**src/hw/rtl/assert_macros.svh**
```systemverilog
// ----------------------------------------------------------------------------
// assert_macros.svh
// Assertion helpers shared by the RTL.
// ----------------------------------------------------------------------------
`ifndef ASSERT_MACROS_SVH
`define ASSERT_MACROS_SVH

// overlapping implication, disabled in reset
`define AMB_ASSERT_IMP(label, clk, rst_n, ante, cons) \
    label: assert property (@(posedge clk) disable iff (!(rst_n)) (ante) |-> (cons)) \
        else $error("assertion failed");

// next-cycle implication, disabled in reset
`define AMB_ASSERT_NXT(label, clk, rst_n, ante, cons) \
    label: assert property (@(posedge clk) disable iff (!(rst_n)) (ante) |=> (cons)) \
        else $error("assertion failed");

`endif

```
**src/hw/rtl/amb_pkg.sv**
```systemverilog
// ----------------------------------------------------------------------------
// amb_pkg
// Shared types, constants and address decode of the main bus decoder.
// ----------------------------------------------------------------------------
`default_nettype none
package amb_pkg;

    localparam int DataW          = 16;
    localparam int AddrW          = 24;
    localparam int WramDepth      = 8192;
    localparam int TextDepth      = 2048;
    localparam int VramDepth      = 4096;
    localparam int PaletteColors  = 4096;
    localparam int ClrW           = $clog2(WramDepth);

    localparam logic [1:0] MODE_WORD_RD = 2'd0;
    localparam logic [1:0] MODE_WORD_WR = 2'd1;
    localparam logic [1:0] MODE_BYTE_RD = 2'd2;
    localparam logic [1:0] MODE_BYTE_WR = 2'd3;

    typedef enum logic [3:0] {
        REG_NONE, REG_ROM, REG_WRAM, REG_TEXT, REG_FORE, REG_BACK, REG_SPR,
        REG_PAL, REG_SYS, REG_PLY, REG_DIP, REG_LATCH, REG_ACK, REG_FLIP
    } t_region;

    typedef struct packed {
        logic clear;
        logic load;
        logic exec;
    } t_cmd;

    typedef struct packed {
        logic clr_done;
        logic out_free;
    } t_sts;

    function automatic t_region decode(input logic [AddrW-1:0] a);
        t_region     r;
        logic [22:0] w;
        w = a[23:1];
        if (a <= 24'h03FFFF)          r = REG_ROM;
        else if (a[23:14] == 10'h018) r = REG_WRAM;
        else if (a[23:12] == 12'h070) r = REG_TEXT;
        else if (a[23:13] == 11'h039) r = REG_FORE;
        else if (a[23:13] == 11'h03A) r = REG_BACK;
        else if (a[23:13] == 11'h03B) r = REG_SPR;
        else if (a[23:13] == 11'h03C) r = REG_PAL;
        else if (w == 23'h03D000)     r = REG_SYS;
        else if (w == 23'h03D001)     r = REG_PLY;
        else if (w == 23'h03D002)     r = REG_DIP;
        else if (w == 23'h03D401)     r = REG_LATCH;
        else if (w == 23'h03D403)     r = REG_ACK;
        else if (w == 23'h03D404)     r = REG_FLIP;
        else                          r = REG_NONE;
        return r;
    endfunction

endpackage
`default_nettype wire

```
**src/hw/rtl/amb_ctrl.sv**
```systemverilog
// ----------------------------------------------------------------------------
// amb_ctrl
// Sequencer: RAM clearing pass, then one bus access per load/exec pair.
// ----------------------------------------------------------------------------
`default_nettype none
module amb_ctrl (
    input  wire logic          i_clk,
    input  wire logic          i_rst_n,
    input  wire logic          i_valid,
    input  wire amb_pkg::t_sts i_sts,
    output logic               o_stall,
    output amb_pkg::t_cmd      o_cmd
);

    typedef enum logic [2:0] {
        S_CLEAR = 3'b001,
        S_IDLE  = 3'b010,
        S_EXEC  = 3'b100
    } t_state;

    t_state r_state, n_state;
    logic   w_accept;

    assign o_stall  = !((r_state == S_IDLE) && i_sts.out_free);
    assign w_accept = i_valid && !o_stall;

    always_comb begin
        n_state = r_state;
        unique case (r_state)
            S_CLEAR: if (i_sts.clr_done) n_state = S_IDLE;
            S_IDLE:  if (w_accept) n_state = S_EXEC;
            S_EXEC:  n_state = S_IDLE;
            default: n_state = S_CLEAR;
        endcase
    end

    always_ff @(posedge i_clk) begin
        if (!i_rst_n) begin
            r_state <= S_CLEAR;
        end else begin
            r_state <= n_state;
        end
    end

    assign o_cmd.clear = (r_state == S_CLEAR);
    assign o_cmd.load  = w_accept;
    assign o_cmd.exec  = (r_state == S_EXEC);

endmodule
`default_nettype wire

```
**config.mk**
```make
export PLATFORM = sky130hd
export DESIGN_NAME = amb_ctrl
export DESIGN_NICKNAME = d
export VERILOG_FILES = /design/src/hw/rtl/assert_macros.svh /design/src/hw/rtl/amb_pkg.sv /design/src/hw/rtl/amb_ctrl.sv
export SDC_FILE = /design/constraint.sdc
export NUM_CORES = 1
export LEC_CHECK = 0
export BUFFER_PORTS_ARGS = -buffer_cell sky130_fd_sc_hd__clkbuf_2
export CORE_AREA = 8 8 45 47
export CTS_BUF_LIST = sky130_fd_sc_hd__clkbuf_8
export CTS_CLUSTER_DIAMETER = 120
export DETAILED_ROUTE_END_ITERATION = 6
export DIE_AREA = 0 0 53 55
export GPL_TIMING_DRIVEN = 0
export HOLD_SLACK_MARGIN = 0.03
export PLACE_DENSITY_LB_ADDON = 0.1
export SYNTH_ARGS = -nofsm -noshare
export SYNTH_HDL_FRONTEND = slang
export SYNTH_SLANG_ARGS = --single-unit
```
**constraint.sdc**
```tcl
create_clock -name i_clk -period 1.2 [get_ports i_clk]
set_input_delay 0.18 -clock i_clk [delete_from_list [all_inputs] [get_ports i_clk]]
set_output_delay 0.18 -clock i_clk [all_outputs]
set_load 0.01 [all_outputs]
```
==> out/qor.txt <==
outcome - finished with violations
failing checks - setup timing
via count - 186
htree depth - 1
CTS tree - yes
largest net degree at the start of global routing - 7
Post-Synth Adder-Cell Area - 0
mux cell area share after synthesis - 0
ANT nets after route - 0
synth-to-layout area growth - 95.6%
most frequent cells in the layout - clkbuf_2, buf_4, clkbuf_8
Diodes inserted - 0
placed cells - 41
hold_buf cts - 0
FILL cells - 164
die width - 53 um
FF-to-FF Start - r_state[0]
worst skew pair latency - 0.21 ns
pwr/cell area - 1340 nW/um2
hpwl dp - 349 um
crit path DAT - 1.12 ns
WL final - 528 um
Synth Area in XOR/XNOR - 0
YS warnings - 0
R2R Setup Slk - 0.05 ns
register area share after synthesis - 0.356
Worst EP required - 1.02 ns
I/O Pins - 9
core area - 1380 um2
Reg clk slew, reported paths - 0.03 ns
final core utilization - 0.239
Final GP Congestion - 0.660
Syn Nets - 22
top flop regs - r_state (3)
largest register by flop count - r_state
I/O Buffers - 8
hold path depth - 2
final-report hold violation count - 0
WS Path Type - reg2out
grt ovf - 0
Die H - 55 um
Sink Count - 3
worst-path cell chain - nand2b_4 -> nor3b_4 -> buf_4 -> inv_2 -> clkbuf_2
overall global routing resource usage - 0.0382
Cells after Synth - 17
row cnt - 14
Synth Area in Compound Gates - 0.156
starting density of the core - 0.122
# DRC - 0
Via density - 3.80
crit share post-route - 1.08
min-delay src - i_rst_n
Leak - 0.152 nW
Post-Syn Area - 169 um2
CP peak stage delay - 0.31 ns
vias in the first global route - 215
max reg flops - 3
critical path fanouts, max - 2
# nets final - 39
CP endpoint kind - output pin
commonest non-fill, non-tap cell in the layout - clkbuf_2
unrepaired setup endpoints after global routing - yes
maxcap violations - 0
Final min period - 1.30 ns
synthesized area per cell - 9.94 um2
Least-Margin Pin Slew - 0.203 ns
#FFs+latches synth - 3
slowest cell on the critical path - dfxtp_2
Rel. slew slack - 0.864
CP Launch Type - flip-flop
Worst Hold Path EP - r_state[0]
initial drt markers - 0
R2R depth - 5
total CTS buffers - 3
HP Class - in2reg
Design Power - 441 uW
main combinational cell family by area after synthesis - simple AND/OR/NAND/NOR gates
DR WL/cell - 10.8 um
Place WS - -0.0715 ns
initial antenna violation count - 0
Final setup violation count - 2
Root Driver - clkbuf_8
share of cells above drive strength 1 - 0.727
max-slew violation count - 0
Pre-antenna DRT Iters - 1
fmax - 0.770 GHz
Distinct cells, synth - 14
final critical-path setup slack - -0.0983 ns
clock skew - 0.000810 ns
worst r2r dst - r_state[1]
die area - 2920 um2
WHS - 0.174 ns
Clock Tree Buf Depth - 2
Layout Cells excl Fill - 49
first-pass GRT wire length - 745 um
worst vdd ir - 0.431 mV
Synth Area in Simple Gates - 0.422
==> cells by family (layout without fill, tap and decap cells) <==
kind of cell / Yosys count / count (layout)
and+or+nand+nor: 8 / 8
AOI/OAI and AO/OA: 4 / 4
buffers and inverters: 2 / 18
DFF: 3 / 3
==> cell usage after synthesis (all sizes together) <==
master | instances | area (um2)
dfxtp | 3 | 60.1
nor3b | 3 | 32.5
a211oi | 1 | 7.51
a21oi | 1 | 5.00
and2 | 1 | 7.51
and3 | 1 | 6.26
buf | 1 | 7.51
inv | 1 | 3.75
nand2b | 1 | 13.8
nand3b | 1 | 7.51
nor2 | 1 | 3.75
o21ai | 1 | 5.00
o31a | 1 | 8.76
==> report_power, final <==
group | total, mW | switching (mW) | internal, mW
sequential | 0.113 | 0.00698 | 0.106
clock | 0.282 | 0.0645 | 0.218
combinational | 0.0461 | 0.0196 | 0.0265
total | 0.441 | 0.0910 | 0.350
==> worst max path at each step <==
stage                           from       end  slack (ns)
after detailed placement  r_state[1]  o_cmd[1]       -0.07
after global placement    r_state[1]  o_cmd[1]       -0.08
after CTS                 r_state[0]  o_cmd[1]       -0.10
final                     r_state[0]   o_stall        -0.1
after global routing      r_state[0]   o_stall       -0.14
after floorplan           r_state[1]  o_cmd[1]        0.11
==> worst max-delay path: cells and delay by family, from the launching register on <==
family | cells | cell delay [ns]
simple gates | 2 | 0.31
buf+inv | 3 | 0.27
flops | 1 | 0.31
==> routing by layer <==
metal  share of wire  vias to the layer above  track usage  wire length [um]
met3           0.085                        2       0.0214                45
met2            0.56                        6       0.0664               294
met4           0.028                        0       0.0517                15
li1                -                       91            -                 -
met5               0                        -            0                 0
met1            0.33                       87       0.0243               172
==> through the flow <==
step / setup TNS [ns] / area [um2]
after floorplan: 0 / 169
after global placement: -0.0775 / 229
final: -0.174 / 330
after global routing: -0.327 / 330
after CTS: -0.203 / 317
after detailed placement: -0.0715 / 229
==> final cells by class <==
| class | count | area (um2) | share of cell area |
|---|---|---|---|
| Clock buffer | 3 | 41.3 | 0.125 |
| Clock inverter | 1 | 3.75 | 0.0114 |
| Inverter | 1 | 3.75 | 0.0114 |
| Multi-Input combinational cell | 12 | 111 | 0.337 |
| Sequential cell | 3 | 66.3 | 0.201 |
| Tap cell | 16 | 20.0 | 0.0606 |
| Timing Repair Buffer | 13 | 83.8 | 0.254 |
==> timing repair <==
item | in CTS | in global routing
setup endpoints to repair | 3 | 4
pin swaps | 3 | 0
buffers inserted | 4 | 1
gates resized for setup | 8 | 3
hold endpoints to repair | 0 | 0
(Power assumes the default switching activity.)
